### src/design/kml_div.sv
// kml_div: iterative signed-by-unsigned divider, one quotient bit per cycle
// truncates toward zero; used for the center mean update
// no package dependencies
module kml_div #(
   parameter int NUM_W = 34,
   parameter int DEN_W = 11,
   parameter int QUO_W = 24
) (
   input  logic                    clock,
   input  logic                    reset,
   input  logic                    start,
   input  logic signed [NUM_W-1:0] num,
   input  logic [DEN_W-1:0]        den,
   output logic                    done,
   output logic signed [QUO_W-1:0] quo
);

   localparam int CNT_W = $clog2(NUM_W + 1);

   logic [CNT_W-1:0] cnt_ff, cnt_in;
   logic [DEN_W-1:0] rem_ff, rem_in;
   logic [NUM_W-1:0] q_ff, q_in;
   logic [DEN_W-1:0] den_ff, den_in;
   logic             neg_ff, neg_in;
   logic             busy_ff, busy_in;
   logic             done_ff, done_in;
   logic [DEN_W:0]   trial;
   logic [QUO_W-1:0] mag;

   // restoring step
   always_comb begin
      cnt_in  = cnt_ff;
      rem_in  = rem_ff;
      q_in    = q_ff;
      den_in  = den_ff;
      neg_in  = neg_ff;
      busy_in = busy_ff;
      done_in = 1'b0;
      trial   = {rem_ff, q_ff[NUM_W-1]};
      if (start) begin
         neg_in  = num[NUM_W-1];
         q_in    = num[NUM_W-1] ? NUM_W'(-num) : NUM_W'(num);
         rem_in  = '0;
         den_in  = den;
         cnt_in  = CNT_W'(NUM_W);
         busy_in = 1'b1;
      end else if (busy_ff) begin
         if (trial >= {1'b0, den_ff}) begin
            rem_in = DEN_W'(trial - {1'b0, den_ff});
            q_in   = {q_ff[NUM_W-2:0], 1'b1};
         end else begin
            rem_in = trial[DEN_W-1:0];
            q_in   = {q_ff[NUM_W-2:0], 1'b0};
         end
         cnt_in = cnt_ff - CNT_W'(1);
         if (cnt_ff == CNT_W'(1)) begin
            busy_in = 1'b0;
            done_in = 1'b1;
         end
      end
   end

   always_ff @(posedge clock) begin
      if (reset) begin
         busy_ff <= 1'b0;
         done_ff <= 1'b0;
      end else begin
         busy_ff <= busy_in;
         done_ff <= done_in;
      end
      cnt_ff <= cnt_in;
      rem_ff <= rem_in;
      q_ff   <= q_in;
      den_ff <= den_in;
      neg_ff <= neg_in;
   end

   // sign fix of the magnitude quotient
   assign mag  = q_ff[QUO_W-1:0];
   assign quo  = neg_ff ? QUO_W'(-mag) : QUO_W'(mag);
   assign done = done_ff;

endmodule

### config.mk
export PLATFORM = sky130hd
export DESIGN_NAME = kml_div
export DESIGN_NICKNAME = d
export VERILOG_FILES = /design/src/design/kml_div.sv
export SDC_FILE = /design/constraint.sdc
export NUM_CORES = 1
export LEC_CHECK = 0
export BUFFER_PORTS_ARGS = -buffer_cell sky130_fd_sc_hd__buf_4
export CAP_MARGIN = 10
export CORE_MARGIN = 3
export CORE_UTILIZATION = 25
export CTS_CLUSTER_DIAMETER = 50
export DETAILED_ROUTE_END_ITERATION = 12
export SKIP_LAST_GASP = 1
export SLEW_MARGIN = 20
export SYNTH_ARGS = -nofsm -noshare
export SYNTH_HDL_FRONTEND = slang
export SYNTH_SLANG_ARGS = --single-unit
### constraint.sdc
create_clock -name clock -period 2.6 [get_ports clock]
set_input_delay 0.39 -clock clock [delete_from_list [all_inputs] [get_ports clock]]
set_output_delay 0.39 -clock clock [all_outputs]
set_load 0.02 [all_outputs]
# Yosys cells after proc, flatten, opt, wreduce, memory -nomap -nowiden
# Index checks and enable logic that the tools add are counted.
[classes]
n_reduce_logical = 2
n_lt_le_gt_ge = 1
n_bitwise = 1
n_eq_ne = 1
n_mux = 10
add_sub_neg = 4
[ops]
columns = ["operator", "n"]
rows = [
  ["$mux 34", 3],
  ["$neg 34->34", 1],
  ["$mux 24", 1],
  ["$neg 24->24", 1],
  ["$ge 12x11->1", 1],
  ["$mux 11", 1],
  ["$sub 11x11->11", 1],
  ["$eq 6x1->1 const B", 1],
  ["$sub 6x1->6 const B", 1],
  ["$mux 1", 5],
  ["$reduce_or 3->1", 1],
  ["$reduce_bool 2->1", 1],
  ["$not 1->1", 1],
]
[word_totals]
out_inout_bits = 25
reg_bits = 65
inputBits = 48

# Longest topological paths before layout
[logic_depth]
ltp_word = 4
mapped_depth = 10
ltp_nobuf = 9

# Least setup slack after synthesis
# Ideal clock, no wire load.
[synth_path]
path_type = "reg2out"
start = "register q_ff[5]"
end = "output port quo[22]"
n_path_buf = 0
path_stages_with_launch = 7
path_slack_ns = 0.125
required_time_ns = 2.210
arrival_ns = 2.085
cell_sequence = "edfxtp_1 > or3_4 > or4_4 > nor2_2 > nand2_1 > o41ai_2 > xnor2_1"
[synth_between]
elab_chain_len = 2
[synth_rtl]
columns = ["element", "line_no", "source"]
rows = [
  ["start, declared", "22", "logic [NUM_W-1:0] q_ff, q_in;"],
  ["start signal, assigned", "73", "q_ff <= q_in;"],
  ["$neg 24->24", "80", "assign quo = neg_ff ? QUO_W'(-mag) : QUO_W'(mag);"],
  ["$mux 24", "80", ""],
  ["end, declared", "15", "output logic signed [QUO_W-1:0] quo"],
]
# Every way passes these cells.

# Final worst setup path
[layout_path]
start = "register q_ff[11]"
end = "output port quo[19]"
# The elaborated chain is that of the path after synthesis.

==> impl_results.md <==
- Status: finished, violations left
- Violated checks: setup timing
- Pins Over Slew Limit: 0
- Fin Clk Skew: 0.00585 ns
- Worst-path fanout max: 4
- Setup CP Type: flip-flop to output port
- Crit path from: q_ff[11]
- First-pass GRT wire length: 17.4 mm
- CTS clk-pin slew, worst paths: 0.05 ns
- Hold buffer count at CTS: 0
- DRC: 0
- # port buffers: 72
- Gpl congestion: 0.828
- Pwr Total: 3.44 mW
- Total global-route track usage: 0.116
- Fin. Hold Viols: 0
- Full die area: 18900 sq um
- Final WS setup: -0.241 ns
- # rows: 47
- Yosys Warn Count: 0
- Seq cells post-synth: 65
- Detailed Routing Iterations Pass 1: 4
- Die width: 138 um
- WP data arrival: 2.45 ns
- Final period util: 1.09
- Diodes inserted: 0
- Starting density of the core: 0.258
- Top-area cell type share of the netlist area: 0.319
- Antenna-violating nets left: 0
- EDFF count, synth: 46
- Vias in the first global route: 3646
- Chip height: 138 um
- CP endpoint kind: output port
- # fillers: 1710
- Clk buf depth: 2
- Req. time, crit path: 2.21 ns
- Max-Slew Margin vs Limit: 0.499
- WL/cell: 13.9 um
- Post-Syn Area per Cell: 9.41 sq um
- WL final: 10.8 mm
- Root Driver: clkbuf_16
- CP cell instances: or4_4 -> nor4_4 -> nand3_1 -> or2_4 -> o41ai_4 -> xnor2_1 -> buf_4
- Fin crit period: 2.84 ns
- Peak supply drop: 447 uV
- RSZ-0062 raised after global routing: yes
- Leakage power: 2.23 nW
- Area leader, netlist: edfxtp_1
- Clock sink count: 65
- Largest net degree at the start of global routing: 36
- Iter 0 DRT Violations: 177
- H-tree levels: 3
- Largest cells by area after synthesis: edfxtp_1 32%, dfxtp_1 8.8%, xnor2_1 6.5%
- Hold_sp: reset
- Max_cap viols: 0
- Nets: 616
- Layout cell share with drive strength beyond 1: 0.278
- Cells after Synth: 460
- Fmax: 352 MHz
- Synth cell types: 57
- CP startpoint kind: flip-flop
- GRT overflow: 0
- Dominant synthesized flop cell: edfxtp_1
- R2r startpoint: q_ff[33]
- Final HPWL DP: 8.30 mm
- Antenna violations before repair: 0
- DR vias: 3677
- Final setup vio count: 9
- Sequential cell area fraction in the yosys report: 0.407
- Most frequent cells in the layout: 104 x buf_4, 50 x nor2_1, 46 x edfxtp_1, 38 x a21oi_1, 32 x xnor2_1
- Via density: 4.73
- Hold Crit Class: input port to flip-flop
- Worst slew pin tran: 0.751 ns
- Largest stage delay, worst path: 0.57 ns
- Post-Syn Area: 4330 sq um
- Cell at the slowest stage of the critical path: or4_4
- I/O pins: 73
- Clk_lat worst skew: 0.34 ns
- Async SR Flop Fraction: 0
- Num CTS Buffers: 9
- Core area: 16800 sq um
- Power Dens Cells: 607 nW/um^2
- CTS tree: done
- Commonest non-fill, non-tap cell in the layout: buf_4
- Synthesized net count: 524
- Area delta synth->final: 31.1%
- Hold WS: 0.227 ns
[area by class of cell]
type / instances / area (sq um) / area share
multi-input cells: 347 / 2450 / 0.432
flip-flops and latches: 65 / 1760 / 0.311
repair buffers: 105 / 801 / 0.141
well taps: 220 / 275 / 0.0485
clock buffers: 9 / 225 / 0.0397
inverters: 24 / 90.1 / 0.0159
clock inverters: 7 / 70.1 / 0.0124
[metal layers]
| metal | up-vias | wire length [um] | global-route usage |
|---|---|---|---|
| met2 | 77 | 5350 | 0.202 |
| met4 | 0 | 131 | 0.0344 |
| met1 | 1717 | 4770 | 0.140 |
| met5 | - | 0 | 0 |
| met3 | 9 | 530 | 0.0310 |
| li1 | 1874 | - | - |
[cells by family (layout without fill, tap and decap cells)]
group	after synthesis	in the layout	synth area share
AO/OA/AOI/OAI	121	121	0.190
XOR/XNOR	63	63	0.128
adder cells (fa/ha/maj)	16	16	0.0480
buffers and inverters	48	145	0.0431
flip-flops	65	65	0.407
multiplexers	3	3	0.00752
AND/OR/NAND/NOR	144	144	0.177
[cell usage after synthesis (all sizes together), types with 3 or more instances]
library cell,count
clkbuf,17
or4,10
nand2b,8
xor2,31
nand2,32
inv,24
nor2,51
nor3,7
o41ai,13
o31ai,13
or2,3
nor4,10
nand3,13
xnor2,32
o21ai,26
edfxtp,46
ha,15
and3,5
a311oi,5
a31oi,3
a21oi,39
dfxtp,19
a41oi,3
buf,7
[power by group]
group          internal, mW  switching, mW
clock network         0.740          0.453
logic                 0.433          0.495
registers              1.23         0.0865
total                  2.41           1.04
[worst paths after layout]
path               end  slack, ns  cells after the start
max            quo[19]      -0.24                      7
min            busy_ff       0.23                      2
max reg2reg  rem_ff[2]       0.18                     11
min reg2reg  rem_ff[3]       0.51                      2
[through the flow]
step / std cells / setup slack (ns) / TNS [ns] / util / instance area, sq um
6_report: 777 / -0.241 / -1.20 / 0.338 / 5670
5_1_grt: 777 / -0.314 / -2.31 / 0.338 / 5670
4_1_cts: 772 / -0.230 / -1.30 / 0.334 / 5590
3_5_place_dp: 754 / -0.0225 / -0.0225 / 0.313 / 5250
3_3_place_gp: 754 / 0.0573 / 0 / 0.313 / 5250
2_1_floorplan: 460 / 0.125 / 0 / - / 4330
[repair_timing]
action / CTS / global route
resized for setup: 6 / 10
setup buffers: 2 / 5
endpoints found under the setup margin: 12 / 18
pin swaps: 3 / 2
gates cloned: 0 / 0
[flip-flops by register name (all words and copies together), names as in the netlist]
name	count
done	1
busy_ff	1
rem_ff	11
cnt_ff	6
q_ff	34
den_ff	11
neg_ff	1
[critical path, delay by kind of cell, from the launching register on]
family / cells / cell delay, ns
buf+inv: 1 / 0.17
flops: 1 / 0.38
compound gates: 1 / 0.24
xor+xnor: 1 / 0.17
simple gates: 4 / 1.16
Power figures use the tool's default switching activity.
